## config.mk

```make
export PLATFORM = sky130hd
export DESIGN_NAME = blink_rate_mode_controller_top_flat
export DESIGN_NICKNAME = d
export VERILOG_FILES = /design/src/rtl/bmc_pkg.sv /design/src/rtl/bmc_in_if.sv /design/src/rtl/bmc_out_if.sv /design/src/rtl/bmc_cfg_regs.sv /design/src/rtl/bmc_core.sv /design/src/rtl/bmc_out_reg.sv /design/src/rtl/blink_rate_mode_controller_top.sv /design/src/flat_wrapper.sv
export VERILOG_INCLUDE_DIRS = /design/src /design/src/rtl
export SDC_FILE = /design/constraint.sdc
export NUM_CORES = 1
export LEC_CHECK = 0
export ABC_CLOCK_PERIOD_IN_PS = 4550
export BUFFER_PORTS_ARGS = -buffer_cell sky130_fd_sc_hd__buf_4
export CORE_UTILIZATION = 40
export DETAILED_ROUTE_END_ITERATION = 8
export HOLD_SLACK_MARGIN = 0.06
export PLACE_DENSITY_LB_ADDON = 0.3
export SETUP_SLACK_MARGIN = 0.4
export SYNTH_ARGS = -nofsm -noshare
export SYNTH_HDL_FRONTEND = slang
export SYNTH_SLANG_ARGS = --single-unit
```

## constraint.sdc

```tcl
create_clock -name clk -period 4.55 [get_ports clk]
set_input_delay 0.455 -clock clk [delete_from_list [all_inputs] [get_ports clk]]
set_output_delay 0.455 -clock clk [all_outputs]
set_load 0.1 [all_outputs]
```

## src/rtl/blink_rate_mode_controller_top_macros.svh

```systemverilog
// Assertion macros for the blink rate mode controller.
`ifndef BLINK_RATE_MODE_CONTROLLER_TOP_MACROS_SVH
`define BLINK_RATE_MODE_CONTROLLER_TOP_MACROS_SVH

// Same-cycle implication, checked outside reset.
`define BMC_ASSERT_NOW(label, ante, cons) \
  label: assert property (@(posedge clk) disable iff (rst) (ante) |-> (cons)) \
    else $error("bmc assertion failed");

// Next-cycle implication, checked outside reset.
`define BMC_ASSERT_NEXT(label, ante, cons) \
  label: assert property (@(posedge clk) disable iff (rst) (ante) |=> (cons)) \
    else $error("bmc assertion failed");

`endif

```

## src/rtl/bmc_pkg.sv

```systemverilog
// Package: types and constants of the blink rate mode controller.
`timescale 1ns / 1ps
package bmc_pkg;

  typedef enum logic [1:0] {
    MODE_BLINK = 2'd0,
    MODE_SLEEP = 2'd1,
    MODE_ERROR = 2'd2
  } mode_t;

  typedef enum logic [1:0] {
    REG_DEFAULT_RATE = 2'd0,
    REG_MIN_RATE     = 2'd1,
    REG_MAX_RATE     = 2'd2
  } reg_idx_t;

  localparam int unsigned RATE_W  = 4;
  localparam int unsigned PHASE_W = 9;
  localparam int unsigned PADDR_W = 4;
  localparam int unsigned PDATA_W = 32;

  localparam logic [RATE_W-1:0] DEFAULT_RATE_RESET = 4'd2;
  localparam logic [RATE_W-1:0] MIN_RATE_RESET     = 4'd1;
  localparam logic [RATE_W-1:0] MAX_RATE_RESET     = 4'd5;
  localparam logic [RATE_W-1:0] RATE_TOP           = 4'd15;

  typedef struct packed {
    logic [RATE_W-1:0] default_rate;
    logic [RATE_W-1:0] min_rate;
    logic [RATE_W-1:0] max_rate;
  } cfg_t;

  typedef struct packed {
    logic tick;
    logic sleep_press;
    logic up_press;
    logic down_press;
    logic reset_press;
  } item_t;

  typedef struct packed {
    logic              pump_led;
    logic              horn_lamp;
    logic              fault_lamp;
    logic              pulse_lamp;
    mode_t             mode;
    logic [RATE_W-1:0] rate;
  } result_t;

endpackage

```

## src/rtl/bmc_in_if.sv

```systemverilog
// Input channel interface: tick and button flags.
`timescale 1ns / 1ps
interface bmc_in_if;
  logic valid;
  logic ready;
  logic tick;
  logic sleep_press;
  logic up_press;
  logic down_press;
  logic reset_press;

  modport source (output valid, output tick, output sleep_press, output up_press,
                  output down_press, output reset_press, input ready);
  modport sink (input valid, input tick, input sleep_press, input up_press,
                input down_press, input reset_press, output ready);
endinterface

```

## src/rtl/bmc_out_if.sv

```systemverilog
// Output channel interface: indicator states, mode and rate.
`timescale 1ns / 1ps
interface bmc_out_if;
  logic       valid;
  logic       ready;
  logic       pump_led;
  logic       horn_lamp;
  logic       fault_lamp;
  logic       pulse_lamp;
  logic [1:0] mode;
  logic [3:0] rate;

  modport source (output valid, output pump_led, output horn_lamp, output fault_lamp,
                  output pulse_lamp, output mode, output rate, input ready);
  modport sink (input valid, input pump_led, input horn_lamp, input fault_lamp,
                input pulse_lamp, input mode, input rate, output ready);
endinterface

```

## src/rtl/bmc_cfg_regs.sv

```systemverilog
// APB-style configuration registers: default, min and max rate.
`timescale 1ns / 1ps
module bmc_cfg_regs (
  input  logic                          clk,
  input  logic                          rst,
  input  logic                          psel,
  input  logic                          penable,
  input  logic                          pwrite,
  input  logic [bmc_pkg::PADDR_W-1:0]   paddr,
  input  logic [bmc_pkg::PDATA_W-1:0]   pwdata,
  output logic [bmc_pkg::PDATA_W-1:0]   prdata,
  output logic                          pready,
  output bmc_pkg::cfg_t                 cfg
);

  bmc_pkg::cfg_t    cfg_next;
  bmc_pkg::reg_idx_t idx;
  logic             wr;

  assign pready = 1'b1;
  assign wr     = psel && penable && pwrite;
  assign idx    = bmc_pkg::reg_idx_t'(paddr[3:2]);

  always_comb begin
    cfg_next = cfg;
    prdata   = '0;
    unique case (idx)
      bmc_pkg::REG_DEFAULT_RATE: begin
        prdata = {28'd0, cfg.default_rate};
        if (wr) cfg_next.default_rate = pwdata[3:0];
      end
      bmc_pkg::REG_MIN_RATE: begin
        prdata = {28'd0, cfg.min_rate};
        if (wr) cfg_next.min_rate = pwdata[3:0];
      end
      bmc_pkg::REG_MAX_RATE: begin
        prdata = {28'd0, cfg.max_rate};
        if (wr) cfg_next.max_rate = pwdata[3:0];
      end
      default: ;
    endcase
  end

  always_ff @(posedge clk) begin
    if (rst) begin
      cfg.default_rate <= bmc_pkg::DEFAULT_RATE_RESET;
      cfg.min_rate     <= bmc_pkg::MIN_RATE_RESET;
      cfg.max_rate     <= bmc_pkg::MAX_RATE_RESET;
    end else begin
      cfg <= cfg_next;
    end
  end

endmodule

```

## src/rtl/bmc_core.sv

```systemverilog
// Mode, rate, phase and heartbeat state with its single-pass update.
`timescale 1ns / 1ps
module bmc_core #(
  parameter int unsigned TICKS_PER_SECOND   = 1000,
  parameter int unsigned HEARTBEAT_ON_TICKS = 250
) (
  input  logic              clk,
  input  logic              rst,
  input  bmc_pkg::cfg_t     cfg,
  input  logic              step,
  input  bmc_pkg::item_t    item,
  output bmc_pkg::result_t  result
);

  localparam int unsigned HBW = $clog2(TICKS_PER_SECOND);
  localparam int unsigned PW  = bmc_pkg::PHASE_W;
  localparam int unsigned RW  = bmc_pkg::RATE_W;

  // ticks per half period, indexed by rate; rate 0 uses rate 1
  localparam logic [PW-1:0] HALF_TBL [16] = '{
    PW'(TICKS_PER_SECOND / 2),  PW'(TICKS_PER_SECOND / 2),
    PW'(TICKS_PER_SECOND / 4),  PW'(TICKS_PER_SECOND / 6),
    PW'(TICKS_PER_SECOND / 8),  PW'(TICKS_PER_SECOND / 10),
    PW'(TICKS_PER_SECOND / 12), PW'(TICKS_PER_SECOND / 14),
    PW'(TICKS_PER_SECOND / 16), PW'(TICKS_PER_SECOND / 18),
    PW'(TICKS_PER_SECOND / 20), PW'(TICKS_PER_SECOND / 22),
    PW'(TICKS_PER_SECOND / 24), PW'(TICKS_PER_SECOND / 26),
    PW'(TICKS_PER_SECOND / 28), PW'(TICKS_PER_SECOND / 30)
  };

  bmc_pkg::mode_t  mode, mode_next;
  logic [RW-1:0]   rate, rate_next;
  logic [PW-1:0]   phase, phase_next;
  logic [PW-1:0]   saved, saved_next;
  logic            lit, lit_next;
  logic [HBW-1:0]  hb, hb_next;

  logic [RW:0]     r_up;
  logic [RW-1:0]   rate_a;
  logic [RW-1:0]   low;
  logic            err;
  logic [HBW:0]    hb_sum;

  always_comb begin
    mode_next  = mode;
    rate_next  = rate;
    phase_next = phase;
    saved_next = saved;
    lit_next   = lit;
    hb_next    = hb;
    err        = 1'b0;
    r_up       = {1'b0, rate} + (RW+1)'(1);
    rate_a     = rate;
    low        = (cfg.min_rate == '0) ? RW'(1) : cfg.min_rate;
    hb_sum     = {1'b0, hb} + (HBW+1)'(1);

    unique case (mode)
      bmc_pkg::MODE_BLINK: begin
        if (item.up_press) begin
          if (r_up > {1'b0, cfg.max_rate}) err = 1'b1;
          rate_a = r_up[RW] ? bmc_pkg::RATE_TOP : r_up[RW-1:0];
        end
        if (!err && item.down_press) begin
          if (rate_a == '0 || (rate_a - RW'(1)) < low) err = 1'b1;
          rate_a = (rate_a == '0) ? '0 : rate_a - RW'(1);
        end
        rate_next = rate_a;
        if (err) begin
          mode_next  = bmc_pkg::MODE_ERROR;
          saved_next = '0;
        end else begin
          if (item.up_press || item.down_press) phase_next = HALF_TBL[rate_a];
          if (item.reset_press) begin
            rate_next  = cfg.default_rate;
            phase_next = saved;
          end else if (item.sleep_press) begin
            saved_next = phase_next;
            mode_next  = bmc_pkg::MODE_SLEEP;
          end
        end
      end
      bmc_pkg::MODE_SLEEP: begin
        if (item.reset_press) begin
          rate_next  = cfg.default_rate;
          mode_next  = bmc_pkg::MODE_BLINK;
          phase_next = saved;
        end else if (item.sleep_press) begin
          mode_next  = bmc_pkg::MODE_BLINK;
          phase_next = saved;
        end
      end
      bmc_pkg::MODE_ERROR: begin
        if (item.reset_press) begin
          rate_next  = cfg.default_rate;
          mode_next  = bmc_pkg::MODE_BLINK;
          phase_next = saved;
        end
      end
      default: ;
    endcase

    if (item.tick) begin
      if (mode_next == bmc_pkg::MODE_BLINK) begin
        if (phase_next <= PW'(1)) begin
          lit_next   = ~lit;
          phase_next = HALF_TBL[rate_next];
        end else begin
          phase_next = phase_next - PW'(1);
        end
      end
      hb_next = (hb_sum >= (HBW+1)'(TICKS_PER_SECOND)) ? '0 : hb_sum[HBW-1:0];
    end

    result.pump_led   = (mode_next == bmc_pkg::MODE_BLINK) && lit_next;
    result.horn_lamp  = (mode_next == bmc_pkg::MODE_BLINK) && !lit_next;
    result.fault_lamp = (mode_next == bmc_pkg::MODE_ERROR);
    result.pulse_lamp = (32'(hb_next) < 32'(HEARTBEAT_ON_TICKS));
    result.mode       = mode_next;
    result.rate       = rate_next;
  end

  always_ff @(posedge clk) begin
    if (rst) begin
      mode  <= bmc_pkg::MODE_BLINK;
      rate  <= bmc_pkg::DEFAULT_RATE_RESET;
      phase <= HALF_TBL[bmc_pkg::DEFAULT_RATE_RESET];
      saved <= '0;
      lit   <= 1'b1;
      hb    <= '0;
    end else if (step) begin
      mode  <= mode_next;
      rate  <= rate_next;
      phase <= phase_next;
      saved <= saved_next;
      lit   <= lit_next;
      hb    <= hb_next;
    end
  end

endmodule

```

## src/rtl/bmc_out_reg.sv

```systemverilog
// Result register driving the output channel.
`timescale 1ns / 1ps
module bmc_out_reg (
  input  logic              clk,
  input  logic              rst,
  input  logic              load,
  input  bmc_pkg::result_t  result,
  output logic              can_load,
  bmc_out_if.source         out_ch
);

  bmc_pkg::result_t data;
  logic             valid;

  assign can_load = !valid || out_ch.ready;

  always_ff @(posedge clk) begin
    if (rst) begin
      valid <= 1'b0;
    end else if (can_load) begin
      valid <= load;
    end
  end

  always_ff @(posedge clk) begin
    if (load && can_load) data <= result;
  end

  assign out_ch.valid      = valid;
  assign out_ch.pump_led   = data.pump_led;
  assign out_ch.horn_lamp  = data.horn_lamp;
  assign out_ch.fault_lamp = data.fault_lamp;
  assign out_ch.pulse_lamp = data.pulse_lamp;
  assign out_ch.mode       = 2'(data.mode);
  assign out_ch.rate       = data.rate;

endmodule

```

## src/rtl/blink_rate_mode_controller_top.sv

```systemverilog
// Top level of the blink rate mode controller.
//
//   port      dir  beat contents
//   in_ch     in   tick, sleep_press, up_press, down_press, reset_press
//   out_ch    out  pump_led, horn_lamp, fault_lamp, pulse_lamp, mode, rate
//   apb       in   default_rate @0x0, min_rate @0x4, max_rate @0x8
//
// One beat per cycle sustained while out_ch is not stalled; an input beat passes the input
// register, then the state update into the result register, before it leaves as an output beat.
// Reset: synchronous; registers to their reset values, channels empty, no clearing pass.
// An output stall holds the result register, then the input register, then in_ch.ready.
`timescale 1ns / 1ps
`include "blink_rate_mode_controller_top_macros.svh"
module blink_rate_mode_controller_top #(
  parameter int unsigned TICKS_PER_SECOND   = 1000,
  parameter int unsigned HEARTBEAT_ON_TICKS = 250
) (
  input  logic                          clk,
  input  logic                          rst,
  input  logic                          psel,
  input  logic                          penable,
  input  logic                          pwrite,
  input  logic [bmc_pkg::PADDR_W-1:0]   paddr,
  input  logic [bmc_pkg::PDATA_W-1:0]   pwdata,
  output logic [bmc_pkg::PDATA_W-1:0]   prdata,
  output logic                          pready,
  bmc_in_if.sink                        in_ch,
  bmc_out_if.source                     out_ch
);

  bmc_pkg::cfg_t    cfg;
  bmc_pkg::item_t   stage;
  bmc_pkg::result_t result;
  logic             stage_valid;
  logic             can_load;
  logic             step;

  assign step        = stage_valid && can_load;
  assign in_ch.ready = !stage_valid || can_load;

  always_ff @(posedge clk) begin
    if (rst) begin
      stage_valid <= 1'b0;
    end else if (in_ch.ready) begin
      stage_valid <= in_ch.valid;
    end
  end

  always_ff @(posedge clk) begin
    if (in_ch.valid && in_ch.ready) begin
      stage.tick        <= in_ch.tick;
      stage.sleep_press <= in_ch.sleep_press;
      stage.up_press    <= in_ch.up_press;
      stage.down_press  <= in_ch.down_press;
      stage.reset_press <= in_ch.reset_press;
    end
  end

  bmc_cfg_regs u_cfg (
    .clk     (clk),
    .rst     (rst),
    .psel    (psel),
    .penable (penable),
    .pwrite  (pwrite),
    .paddr   (paddr),
    .pwdata  (pwdata),
    .prdata  (prdata),
    .pready  (pready),
    .cfg     (cfg)
  );

  bmc_core #(
    .TICKS_PER_SECOND   (TICKS_PER_SECOND),
    .HEARTBEAT_ON_TICKS (HEARTBEAT_ON_TICKS)
  ) u_core (
    .clk    (clk),
    .rst    (rst),
    .cfg    (cfg),
    .step   (step),
    .item   (stage),
    .result (result)
  );

  bmc_out_reg u_out (
    .clk      (clk),
    .rst      (rst),
    .load     (stage_valid),
    .result   (result),
    .can_load (can_load),
    .out_ch   (out_ch)
  );

  `BMC_ASSERT_NOW(a_err_dark, out_ch.valid && out_ch.fault_lamp, !out_ch.pump_led && !out_ch.horn_lamp)
  `BMC_ASSERT_NOW(a_blink_alt, out_ch.valid && out_ch.mode == bmc_pkg::MODE_BLINK, out_ch.pump_led ^ out_ch.horn_lamp)
  `BMC_ASSERT_NEXT(a_stage_hold, stage_valid && !can_load, stage_valid)
  `BMC_ASSERT_NEXT(a_step_out, step, out_ch.valid)

endmodule

```

## src/flat_wrapper.sv

```systemverilog
// flat-port wrapper written by rule: the top's interface ports become plain ports
module blink_rate_mode_controller_top_flat 
#(
  parameter int unsigned TICKS_PER_SECOND   = 1000,
  parameter int unsigned HEARTBEAT_ON_TICKS = 250
)
  (clk, rst, psel, penable, pwrite, paddr, pwdata, prdata, pready, in_ch_valid, in_ch_tick, in_ch_sleep_press, in_ch_up_press, in_ch_down_press, in_ch_reset_press, in_ch_ready, out_ch_valid, out_ch_pump_led, out_ch_horn_lamp, out_ch_fault_lamp, out_ch_pulse_lamp, out_ch_mode, out_ch_rate, out_ch_ready);
  bmc_in_if in_ch_i ();
  bmc_out_if out_ch_i ();
  input  logic clk;
  input  logic rst;
  input  logic psel;
  input  logic penable;
  input  logic pwrite;
  input  logic [bmc_pkg::PADDR_W-1:0] paddr;
  input  logic [bmc_pkg::PDATA_W-1:0] pwdata;
  output logic [bmc_pkg::PDATA_W-1:0] prdata;
  output logic pready;
  input wire logic [$bits(in_ch_i.valid)-1:0] in_ch_valid;
  input wire logic [$bits(in_ch_i.tick)-1:0] in_ch_tick;
  input wire logic [$bits(in_ch_i.sleep_press)-1:0] in_ch_sleep_press;
  input wire logic [$bits(in_ch_i.up_press)-1:0] in_ch_up_press;
  input wire logic [$bits(in_ch_i.down_press)-1:0] in_ch_down_press;
  input wire logic [$bits(in_ch_i.reset_press)-1:0] in_ch_reset_press;
  output wire logic [$bits(in_ch_i.ready)-1:0] in_ch_ready;
  output wire logic [$bits(out_ch_i.valid)-1:0] out_ch_valid;
  output wire logic [$bits(out_ch_i.pump_led)-1:0] out_ch_pump_led;
  output wire logic [$bits(out_ch_i.horn_lamp)-1:0] out_ch_horn_lamp;
  output wire logic [$bits(out_ch_i.fault_lamp)-1:0] out_ch_fault_lamp;
  output wire logic [$bits(out_ch_i.pulse_lamp)-1:0] out_ch_pulse_lamp;
  output wire logic [$bits(out_ch_i.mode)-1:0] out_ch_mode;
  output wire logic [$bits(out_ch_i.rate)-1:0] out_ch_rate;
  input wire logic [$bits(out_ch_i.ready)-1:0] out_ch_ready;
  assign in_ch_i.valid = in_ch_valid;
  assign in_ch_i.tick = in_ch_tick;
  assign in_ch_i.sleep_press = in_ch_sleep_press;
  assign in_ch_i.up_press = in_ch_up_press;
  assign in_ch_i.down_press = in_ch_down_press;
  assign in_ch_i.reset_press = in_ch_reset_press;
  assign in_ch_ready = in_ch_i.ready;
  assign out_ch_valid = out_ch_i.valid;
  assign out_ch_pump_led = out_ch_i.pump_led;
  assign out_ch_horn_lamp = out_ch_i.horn_lamp;
  assign out_ch_fault_lamp = out_ch_i.fault_lamp;
  assign out_ch_pulse_lamp = out_ch_i.pulse_lamp;
  assign out_ch_mode = out_ch_i.mode;
  assign out_ch_rate = out_ch_i.rate;
  assign out_ch_i.ready = out_ch_ready;
  blink_rate_mode_controller_top #(.TICKS_PER_SECOND(TICKS_PER_SECOND), .HEARTBEAT_ON_TICKS(HEARTBEAT_ON_TICKS)) u_core (.clk(clk), .rst(rst), .psel(psel), .penable(penable), .pwrite(pwrite), .paddr(paddr), .pwdata(pwdata), .prdata(prdata), .pready(pready), .in_ch(in_ch_i), .out_ch(out_ch_i));
endmodule
```

==> impl_results.html, run 1 <==
<table>
<tr><th>Metric</th><th>Value</th></tr>
<tr><th colspan="2">Synth</th></tr>
<tr><td>Cell count after synthesis</td><td>between 700 and 800</td></tr>
<tr><td>Synth top area share</td><td>0.175</td></tr>
<tr><td>Unique masters post-synth</td><td>90</td></tr>
<tr><td>Mux cell area share after synthesis</td><td>0.0591</td></tr>
<tr><td>Post-synthesis share of cell area spent on full adders, half adders and majority gates</td><td>0.0602</td></tr>
<tr><td>Number of synthesized register bits</td><td>64</td></tr>
<tr><td>Most used DFF post-synth</td><td>dfxtp_1</td></tr>
<tr><td>Top cells by area in the synthesized netlist</td><td>dfxtp_1, edfxtp_1, ha_1</td></tr>
<tr><td>Count of synthesis-stage warnings from yosys</td><td>0</td></tr>
<tr><td>Synth Area per Inst</td><td>7.71 um^2</td></tr>
<tr><td>Fraction of synthesized cell area in xor and xnor cells</td><td>0.00937</td></tr>
<tr><td>Main combinational cell family by area after synthesis</td><td>compound AO/OA/AOI/OAI gates</td></tr>
<tr><td>Count of flip-flops with a built-in enable after synthesis</td><td>15</td></tr>
<tr><td>Post-Synthesis Cell Area</td><td>about 5600 um^2</td></tr>
<tr><td>Basic-gate share of the synthesized area counting and, or, nand and nor cells</td><td>0.231</td></tr>
<tr><td>Sequential fraction of the synthesis area</td><td>0.255</td></tr>
<tr><td>Cell accounting for the most synthesized area</td><td>dfxtp_1</td></tr>
<tr><td>Share of the synthesized area in compound gates (AO/OA/AOI/OAI)</td><td>0.282</td></tr>
<tr><td>Asr flop ratio synth</td><td>0</td></tr>
<tr><th colspan="2">Global route</th></tr>
<tr><td>Antenna violations before repair</td><td>0</td></tr>
<tr><td>Grt total ovfl</td><td>0</td></tr>
<tr><td>Maximum number of pins on one net before global-route repair</td><td>52</td></tr>
<tr><td>Global-route wire length before repair</td><td>between 20 and 30 mm</td></tr>
<tr><td>Overall routing resource usage</td><td>0.244</td></tr>
<tr><td>Vias in the first global route</td><td>between 5k and 6k</td></tr>
<tr><th colspan="2">Floorplanning</th></tr>
<tr><td>Num ports</td><td>a little over 90</td></tr>
<tr><td>Chip width</td><td>120 um</td></tr>
<tr><td>Die area</td><td>14500 um^2</td></tr>
<tr><td>Core outline area</td><td>13500 um^2</td></tr>
<tr><td>Count of standard-cell rows</td><td>between 40 and 50</td></tr>
<tr><td>Die H</td><td>around 120 um</td></tr>
<tr><td>Initial standard-cell utilization of the core</td><td>0.417</td></tr>
<tr><th colspan="2">Finish</th></tr>
<tr><td>Filler cell count</td><td>roughly 1.2k</td></tr>
<tr><td>Fraction of final layout cells sized beyond drive strength 1</td><td>0.320</td></tr>
<tr><td>Highest-count cells in the layout ignoring fill and taps</td><td>buf_4, nor2_1, nand2_1, a21oi_1, dfxtp_1</td></tr>
<tr><td>Number of antenna diodes</td><td>0</td></tr>
<tr><td>Storage cell area</td><td>between 1000 and 1500 um^2</td></tr>
<tr><td>Most common library cell in the layout ignoring fill and taps</td><td>buf_4</td></tr>
<tr><td>Number of nets in the layout</td><td>between 900 and 1k</td></tr>
<tr><td>Post-route design area</td><td>about 7500 um^2</td></tr>
<tr><td>Number of non-filler instances in the completed layout</td><td>~1k</td></tr>
<tr><td>Area of combinational cells with multiple inputs</td><td>roughly 4200 um^2</td></tr>
<tr><td>Area grow syn2layout</td><td>33.1%</td></tr>
<tr><th colspan="2">STA</th></tr>
<tr><td>Unrepaired setup endpoints after global routing</td><td>yes</td></tr>
<tr><td>Final Cycle Share</td><td>0.967</td></tr>
<tr><td>Worst Max-Slew Pin Slew</td><td>1.06 ns</td></tr>
<tr><td>Final critical delay including setup and external delays</td><td>roughly 4.4 ns</td></tr>
<tr><td>PnR worst setup slack</td><td>0.151 ns</td></tr>
<tr><td>Total Neg Setup Slack</td><td>0 ns</td></tr>
<tr><td>Number of max-slew violations in the final report</td><td>0</td></tr>
<tr><td>Max_slew headroom</td><td>0.290</td></tr>
<tr><td>Timing-limited maximum frequency</td><td>about 0.23 GHz</td></tr>
<tr><td>Final setup violation count</td><td>0</td></tr>
<tr><td>Total count of hold-check failures in the final report</td><td>0</td></tr>
<tr><td>Worst Clk Skew</td><td>0.00687 ns</td></tr>
<tr><th colspan="2">Clock network</th></tr>
<tr><td>Number of H-tree levels</td><td>3</td></tr>
<tr><td>TritonCTS clock tree</td><td>built</td></tr>
<tr><td>Clock transition at the registers of the reported paths</td><td>roughly 0.05 ns</td></tr>
<tr><td>Clock latency at the later pin of the worst-skew pair</td><td>between 0.3 and 0.4 ns</td></tr>
<tr><td>Number of buffers on the longest clock path</td><td>2</td></tr>
<tr><td>Hold_buf cts</td><td>0</td></tr>
<tr><td>Clock root cell</td><td>clkbuf_16</td></tr>
<tr><td>Number of sinks handled by clock tree synthesis</td><td>64</td></tr>
<tr><td>Total clock buffers created by CTS</td><td>9</td></tr>
<tr><th colspan="2">Routing</th></tr>
<tr><td>Violation count after the first detailed-routing iteration</td><td>roughly 530</td></tr>
<tr><td>Total via count after detailed routing</td><td>between 5k and 6k</td></tr>
<tr><td>Remaining DRCs</td><td>0</td></tr>
<tr><td>Routed via count divided by cell count</td><td>slightly below 6</td></tr>
<tr><td>TritonRoute pass-1 iters</td><td>5</td></tr>
<tr><td>Post-DR wirelength/cell</td><td>around 17 um</td></tr>
<tr><td>Antenna Nets Post-Route</td><td>0</td></tr>
<tr><td>Routed wire length</td><td>about 18 mm</td></tr>
<tr><th colspan="2">Job</th></tr>
<tr><td>Max Cap Violations</td><td>0</td></tr>
<tr><th colspan="2">Pwr</th></tr>
<tr><td>Share of total power in the clock network</td><td>0.225</td></tr>
<tr><td>Worst IR drop on VDD</td><td>~0.19 mV</td></tr>
<tr><td>Tot Pwr</td><td>2.71 mW</td></tr>
<tr><td>Logic gate share of total power</td><td>0.532</td></tr>
<tr><td>Switching power summed over all nets</td><td>around 1.1 mW</td></tr>
<tr><td>Cell internal pwr</td><td>between 1.5 and 2 mW</td></tr>
<tr><td>Leakage power summed over all cells</td><td>3.03 nW</td></tr>
<tr><td>Switching part of the total</td><td>0.410</td></tr>
<tr><td>Sequential cell fraction of total power</td><td>0.243</td></tr>
<tr><td>Power per standard cell area</td><td>approximately 360 nW/um^2</td></tr>
<tr><th colspan="2">Critical path</th></tr>
<tr><td>Category of the worst setup path launch point</td><td>register</td></tr>
<tr><td>Critical path class</td><td>register to register</td></tr>
<tr><td>Worst stage delay on the critical path</td><td>about 0.38 ns</td></tr>
<tr><td>Cell chain of the critical path</td><td>ha_4 -&gt; nand2b_4 -&gt; o22a_2 -&gt; inv_2 -&gt; ha_4 -&gt; inv_4 -&gt; nand3_4 -&gt; buf_4 -&gt; buf_4 -&gt; buf_4 -&gt; buf_4 -&gt; buf_4 -&gt; buf_4 -&gt; o21ai_2 -&gt; o21ai_1 -&gt; or3_1 -&gt; a22oi_2 -&gt; a41o_1 -&gt; and4bb_2 -&gt; nand3b_4 -&gt; or3_4 -&gt; and3b_1</td></tr>
<tr><td>Critical-path top delay cell</td><td>or3_1</td></tr>
<tr><td>Highest net fanout along the worst path</td><td>4</td></tr>
<tr><td>WP data arrival</td><td>~4.5 ns</td></tr>
<tr><td>Worst Setup End Kind</td><td>register</td></tr>
<tr><td>Cell repeated most along the worst path</td><td>buf_4</td></tr>
<tr><td>Data required, critical path</td><td>between 4 and 5 ns</td></tr>
<tr><th colspan="2">Placement</th></tr>
<tr><td>Final weighted congestion in routability-driven placement</td><td>around 0.94</td></tr>
<tr><td>Setup WS pre-CTS</td><td>-0.0884 ns</td></tr>
<tr><td>Placed instance count</td><td>977</td></tr>
<tr><td>Port-buffer cells</td><td>33</td></tr>
<tr><td>Total half-perimeter wirelength after legalization and detailed placement</td><td>12.4 mm</td></tr>
<tr><td>Placed Instance Area</td><td>around 6500 um^2</td></tr>
<tr><th colspan="2">Run status</th></tr>
<tr><td>Status</td><td>finished clean</td></tr>
<tr><th colspan="2">Worst hold path</th></tr>
<tr><td>Hold WC Path Type</td><td>primary input to register</td></tr>
</table>
## power by group through the flow
| stage | Sequential, mW | Combinational, mW | Clock (mW) |
|---|---|---|---|
| 6_report | 0.658 | 1.44 | 0.609 |
| 2_1_floorplan | 0.708 | 0.754 | 0 |
| 5_1_grt | 0.661 | 1.53 | 0.647 |
| 4_1_cts | 0.656 | 1.30 | 0.618 |
| 3_5_place_dp | 0.668 | 1.18 | 0 |
| 3_3_place_gp | 0.666 | 1.16 | 0 |
## path summary, 6_finish.rpt
| path | depth (start not counted) | startpoint | endpoint | slack [ns] |
|---|---|---|---|---|
| max | 22 | u_core.u_core.rate[0] | u_core.u_out.out_ch.horn_lamp | 0.15 |
| min | 1 | in_ch_tick | u_core.stage[4] | 0.29 |
| max reg2reg | 22 | u_core.u_core.rate[0] | u_core.u_out.out_ch.horn_lamp | 0.15 |
| min reg2reg | 2 | u_core.u_core.saved[7] | u_core.u_core.saved[7] | 0.50 |
## synthesized netlist by cell type, types with 4 or more instances
master and number:
nor2_1 77, a21oi_1 56, nand2_1 52, dfxtp_1 49, o21ai_0 47, inv_1 37
buf_4 34, clkbuf_1 30, ha_1 27, nor3_1 27, mux2i_1 26, nand3_1 20
edfxtp_1 15, a31oi_1 13, a211oi_1 10, a22oi_1 9, and3_1 9, or3_1 9
a21o_1 8, nor2b_1 8, nand2b_1 7, o21ai_1 7, nand4_1 6, o211ai_1 6
o21a_1 6, and2_1 5, buf_2 5, or2_2 5, a211o_1 4, a221o_1 4
a32oi_1 4, mux2_2 4, nand3b_1 4, nand4b_1 4, o21bai_1 4, o221ai_1 4
o31ai_1 4
## cells by family (layout without fill, tap and decap cells)
group | after synthesis | count (layout)
fa+ha+maj | 27 | 27
flops | 64 | 64
buf+inv | 111 | 203
simple gates | 255 | 255
compound gates | 231 | 231
mux | 32 | 32
other cells | 2 | 29
xor+xnor | 6 | 6
## repair_timing
action,in CTS,in global routing
endpoints found under the setup margin,13,12
buffers inserted,23,7
pin swaps,18,31
resized for setup,51,53
## registers in the layout, summed over array words and instances, names as in the netlist
name                            count
u_core.u_out.out_ch.horn_lamp       1
u_core.u_out.out_ch.fault_lamp      1
u_core.u_core.saved                 9
u_core.u_out.out_ch.rate            4
u_core.u_out.out_ch.mode            2
u_core.u_out.out_ch.valid           1
u_core.u_out.out_ch.pump_led        1
u_core.u_core.mode                  2
u_core.u_core.rate                  4
u_core.u_cfg.cfg                   12
u_core.u_core.lit                   1
u_core.u_core.phase                 9
u_core.stage                        5
u_core.u_core.hb                   10
u_core.u_out.out_ch.pulse_lamp      1
u_core.stage_valid                  1
## layer usage
layer,wire (um),share of wire,track usage
met3,981,0.055,0.0368
met1,7590,0.43,0.305
met2,8490,0.48,0.403
met5,0,0,0
met4,693,0.039,0.128
## metrics by stage
step                hold WS, ns   util
floorplan                 0.449      -
global placement          0.477  0.485
detailed placement        0.486  0.485
CTS                       0.285  0.532
global route              0.284  0.555
finish                    0.295  0.555
## critical path, delay by kind of cell, from the launching register on
family | cells | cell delay, ns
AO/OA/AOI/OAI | 5 | 0.95
flip-flops | 1 | 0.36
AND/OR/NAND/NOR | 7 | 1.48
buffers and inverters | 8 | 0.91
adder cells (fa/ha/maj) | 2 | 0.45
## layout make-up
cell class | count | share of cell area
flip-flops and latches | 64 | 0.193
multi-input cells | 580 | 0.565
well taps | 176 | 0.0295
clock inverters | 5 | 0.00318
clock buffers | 11 | 0.0312
inverters | 38 | 0.0201
repair buffers | 149 | 0.159
Power figures use the tool's default switching activity.
==> inputs of run 2 (changes only) <==
Settings changed: ABC_AREA set to 1.
==> impl_results.html, run 2 <==
<table>
<tr><th>Metric</th><th>Value</th></tr>
<tr><th colspan="2">Run status</th></tr>
<tr><td>Status</td><td>finished clean</td></tr>
<tr><th colspan="2">Global route</th></tr>
<tr><td>Vias in the first global route</td><td>4603 (-18%)</td></tr>
<tr><td>Antenna violations before repair</td><td>0 (unchanged)</td></tr>
<tr><td>Grt total ovfl</td><td>0 (unchanged)</td></tr>
<tr><td>Maximum number of pins on one net before global-route repair</td><td>33 (-37%)</td></tr>
<tr><td>GR met1 Demand/Resource</td><td>0.280 (-0.0249)</td></tr>
<tr><td>Most heavily used metal layer in global routing</td><td>met2</td></tr>
<tr><td>Overall routing resource usage</td><td>0.198 (-0.0455)</td></tr>
<tr><td>Met3 capacity usage during global routing</td><td>0.0299 (-0.00687)</td></tr>
<tr><td>Global-route wire length before repair</td><td>22.3 mm (-21%)</td></tr>
<tr><td>Met2 demand-to-capacity share in global routing</td><td>0.302 (-0.101)</td></tr>
<tr><th colspan="2">Synth</th></tr>
<tr><td>Count of flip-flops with a built-in enable after synthesis</td><td>15 (unchanged)</td></tr>
<tr><td>Synth Area per Inst</td><td>6.63 um^2 (-14%)</td></tr>
<tr><td>Most used DFF post-synth</td><td>dfxtp_1</td></tr>
<tr><td>Sequential fraction of the synthesis area</td><td>0.263 (+0.00834)</td></tr>
<tr><td>Asr flop ratio synth</td><td>0 (unchanged)</td></tr>
<tr><td>Post-Synthesis Cell Area</td><td>5430 um^2 (-3.2%)</td></tr>
<tr><td>Synth top area share</td><td>0.181 (+0.00572)</td></tr>
<tr><td>Unique masters post-synth</td><td>50 (-44%)</td></tr>
<tr><td>Top cells by area in the synthesized netlist</td><td>dfxtp_1, nand2_1, edfxtp_1</td></tr>
<tr><td>Cell accounting for the most synthesized area</td><td>dfxtp_1</td></tr>
<tr><td>Number of synthesized register bits</td><td>64 (unchanged)</td></tr>
<tr><td>Cell count after synthesis</td><td>819 (+13%)</td></tr>
<tr><td>Count of synthesis-stage warnings from yosys</td><td>0 (unchanged)</td></tr>
<tr><td>Top cell types by occurrence after synthesis</td><td>nand2_1, inv_1, a21oi_1, nand3_1, dfxtp_1</td></tr>
<tr><td>Most frequent cell after synthesis</td><td>nand2_1</td></tr>
<tr><th colspan="2">Placement</th></tr>
<tr><td>Placed instance count</td><td>1010 (+3.4%)</td></tr>
<tr><td>Setup WS pre-CTS</td><td>0.330 ns (+0.418 ns)</td></tr>
<tr><td>Total half-perimeter wirelength after legalization and detailed placement</td><td>9.53 mm (-23%)</td></tr>
<tr><td>Final weighted congestion in routability-driven placement</td><td>0.832 (-11%)</td></tr>
<tr><td>Port-buffer cells</td><td>33 (unchanged)</td></tr>
<tr><th colspan="2">Routing</th></tr>
<tr><td>Remaining DRCs</td><td>0 (unchanged)</td></tr>
<tr><td>Violation count after the first detailed-routing iteration</td><td>347 (-34%)</td></tr>
<tr><td>Antenna Nets Post-Route</td><td>0 (unchanged)</td></tr>
<tr><td>Routed via count divided by cell count</td><td>5.06 (-13%)</td></tr>
<tr><td>TritonRoute pass-1 iters</td><td>5 (unchanged)</td></tr>
<tr><td>Routed wire length</td><td>13.6 mm (-23%)</td></tr>
<tr><td>Post-DR wirelength/cell</td><td>13.0 um (-25%)</td></tr>
<tr><td>Total via count after detailed routing</td><td>5281 (-11%)</td></tr>
<tr><th colspan="2">Finish</th></tr>
<tr><td>Highest-count cells in the layout ignoring fill and taps</td><td>nand2_1, inv_1, a21oi_1, buf_4, nand3_1</td></tr>
<tr><td>Number of non-filler instances in the completed layout</td><td>1044 (+2.1%)</td></tr>
<tr><td>Max FFs per register</td><td>12 (unchanged)</td></tr>
<tr><td>Number of antenna diodes</td><td>0 (unchanged)</td></tr>
<tr><td>Area grow syn2layout</td><td>16.8%</td></tr>
<tr><td>Top register by number of flip-flops</td><td>u_core.u_cfg.cfg</td></tr>
<tr><td>Most common library cell in the layout ignoring fill and taps</td><td>nand2_1</td></tr>
<tr><td>Fraction of final layout cells sized beyond drive strength 1</td><td>0.187 (-0.133)</td></tr>
<tr><td>Number of nets in the layout</td><td>938 (+2.3%)</td></tr>
<tr><td>Largest registers</td><td>u_core.u_cfg.cfg x12, u_core.u_core.hb x10</td></tr>
<tr><th colspan="2">Clock network</th></tr>
<tr><td>Clock latency at the later pin of the worst-skew pair</td><td>0.34 ns (about the same)</td></tr>
<tr><td>Clock root cell</td><td>clkbuf_16</td></tr>
<tr><td>Clock transition at the registers of the reported paths</td><td>0.05 ns (about the same)</td></tr>
<tr><td>Hold_buf cts</td><td>0 (unchanged)</td></tr>
<tr><td>Number of H-tree levels</td><td>3 (unchanged)</td></tr>
<tr><td>Total clock buffers created by CTS</td><td>9 (unchanged)</td></tr>
<tr><td>TritonCTS clock tree</td><td>built</td></tr>
<tr><td>Number of sinks handled by clock tree synthesis</td><td>64 (unchanged)</td></tr>
<tr><td>Number of buffers on the longest clock path</td><td>2 (unchanged)</td></tr>
<tr><th colspan="2">STA</th></tr>
<tr><td>Unrepaired setup endpoints after global routing</td><td>no</td></tr>
<tr><td>Number of max-slew violations in the final report</td><td>0 (unchanged)</td></tr>
<tr><td>Total count of hold-check failures in the final report</td><td>0 (unchanged)</td></tr>
<tr><td>Worst Clk Skew</td><td>0.00885 ns (+0.00198 ns)</td></tr>
<tr><td>Final critical delay including setup and external delays</td><td>3.85 ns (-0.546 ns)</td></tr>
<tr><td>Final Cycle Share</td><td>0.847 (-0.120)</td></tr>
<tr><td>Timing-limited maximum frequency</td><td>0.260 GHz (+14%)</td></tr>
<tr><td>Max_slew headroom</td><td>0.354 (+0.0634)</td></tr>
<tr><td>Worst Max-Slew Pin Slew</td><td>0.968 ns (-0.0941 ns)</td></tr>
<tr><td>PnR worst setup slack</td><td>0.697 ns (+0.546 ns)</td></tr>
<tr><td>Total Neg Setup Slack</td><td>0 ns (unchanged)</td></tr>
<tr><td>Final setup violation count</td><td>0 (unchanged)</td></tr>
<tr><th colspan="2">Floorplanning</th></tr>
<tr><td>Die area</td><td>14100 um^2 (-3.1%)</td></tr>
<tr><td>Num ports</td><td>93 (unchanged)</td></tr>
<tr><td>Core outline area</td><td>13200 um^2 (-1.6%)</td></tr>
<tr><td>Chip width</td><td>119 um (-1.6%)</td></tr>
<tr><td>Die H</td><td>119 um (-1.6%)</td></tr>
<tr><td>Count of standard-cell rows</td><td>42 (unchanged)</td></tr>
<tr><td>Initial standard-cell utilization of the core</td><td>0.410 (-0.00680)</td></tr>
<tr><th colspan="2">Critical path</th></tr>
<tr><td>Buffers &amp; Inverters on Critical Path</td><td>6 (-2)</td></tr>
<tr><td>Critical-path top delay cell</td><td>dfxtp_2</td></tr>
<tr><td>Data required, critical path</td><td>4.65 ns (about the same)</td></tr>
<tr><td>Startpoint of the most critical register-to-register path</td><td>u_core.u_core.rate[0]</td></tr>
<tr><td>Number of cells traversed by the worst register-to-register path</td><td>32 (+45%)</td></tr>
<tr><td>Category of cells accounting for the largest share of critical-path delay</td><td>simple AND/OR/NAND/NOR gates</td></tr>
<tr><td>Reg2reg end</td><td>u_core.u_out.out_ch.pump_led</td></tr>
<tr><td>Worst-case register-to-register setup slack</td><td>0.70 ns (+0.55 ns)</td></tr>
<tr><td>Worst Setup End Kind</td><td>register</td></tr>
<tr><td>WP data arrival</td><td>3.95 ns (-0.54 ns)</td></tr>
<tr><td>Highest net fanout along the worst path</td><td>10 (+6)</td></tr>
<tr><td>Cell repeated most along the worst path</td><td>nand2_1</td></tr>
<tr><td>Critical path class</td><td>register to register</td></tr>
<tr><td>Worst stage delay on the critical path</td><td>0.33 ns (-0.05 ns)</td></tr>
<tr><td>Category of the worst setup path launch point</td><td>register</td></tr>
<tr><td>Instance count on the critical path</td><td>32 (+45%)</td></tr>
<tr><th colspan="2">Job</th></tr>
<tr><td>Max Cap Violations</td><td>0 (unchanged)</td></tr>
<tr><th colspan="2">Pwr</th></tr>
<tr><td>Leakage power summed over all cells</td><td>2.86 nW (-5.5%)</td></tr>
<tr><td>Power per standard cell area</td><td>400 nW/um^2 (+10%)</td></tr>
<tr><td>Worst IR drop on VDD</td><td>0.278 mV (+50%)</td></tr>
<tr><th colspan="2">Worst hold path</th></tr>
<tr><td>Startpoint of the lowest-slack hold path</td><td>in_ch_down_press</td></tr>
<tr><td>Min-Delay Endpoint</td><td>u_core.stage[1]</td></tr>
<tr><td>Hold WC Path Type</td><td>primary input to register</td></tr>
<tr><td>Number of instances on the worst hold path</td><td>1 (unchanged)</td></tr>
</table>
[run 2: cell type report]
cell class | instances | area (um^2)
clock inverters | 6 | 108
clock buffers | 10 | 229
repair buffers | 61 | 462
multi-input cells | 631 | 3520
fillers | 1392 | 6900
well taps | 176 | 220
inverters | 96 | 370
flip-flops and latches | 64 | 1440
[run 2: where the power goes]
| group | switching, mW | internal (mW) |
|---|---|---|
| registers | 0.0268 | 0.619 |
| clock network | 0.269 | 0.533 |
| logic | 0.753 | 0.335 |
| total | 1.05 | 1.49 |
[run 2: how the worst max path moves through the flow]
stage                          start                      endpoint  slack [ns]
2_1_floorplan  u_core.u_core.rate[1]  u_core.u_out.out_ch.pump_led        0.45
3_3_place_gp   u_core.u_core.rate[1]  u_core.u_out.out_ch.pump_led        0.34
3_5_place_dp   u_core.u_core.rate[0]  u_core.u_out.out_ch.pump_led        0.33
4_1_cts        u_core.u_core.rate[0]  u_core.u_out.out_ch.pump_led        0.41
5_1_grt        u_core.u_core.rate[0]  u_core.u_out.out_ch.pump_led        0.37
6_report       u_core.u_core.rate[0]  u_core.u_out.out_ch.pump_led        0.70
[run 2: what timing repair did]
item / CTS / global route
gates resized for setup: 4 / 37
endpoints found under the setup margin: 2 / 12
buffers inserted: 0 / 18
pin swaps: 0 / 9
[run 2: metal layers]
layer  vias to the layer above  part of all wire  routed length, um
met5                         -                 0                  0
met2                       108              0.45               6190
met3                        20             0.038                511
met1                      2411              0.49               6680
met4                         0             0.018                239
li1                       2742                 -                  -
[run 2: metrics by stage]
step	util	hold slack [ns]	instance area (um^2)	total power, mW
2_1_floorplan	-	0.444	5530	1.49
3_3_place_gp	0.433	0.454	5730	1.64
3_5_place_dp	0.433	0.457	5730	1.65
4_1_cts	0.459	0.280	6080	2.46
5_1_grt	0.479	0.278	6350	2.70
6_report	0.479	0.290	6350	2.54
[run 2: cells by family (layout without fill, tap and decap cells)]
| family | count (synthesis) | in the layout | synth area share |
|---|---|---|---|
| and+or+nand+nor | 389 | 389 | 0.333 |
| adders and majority gates | 27 | 27 | 0.0622 |
| AOI/OAI and AO/OA | 172 | 172 | 0.187 |
| other | 2 | 29 | 0.00138 |
| xor gates and xnor gates | 14 | 14 | 0.0226 |
| buffers and inverters | 151 | 173 | 0.131 |
| DFF | 64 | 64 | 0.263 |
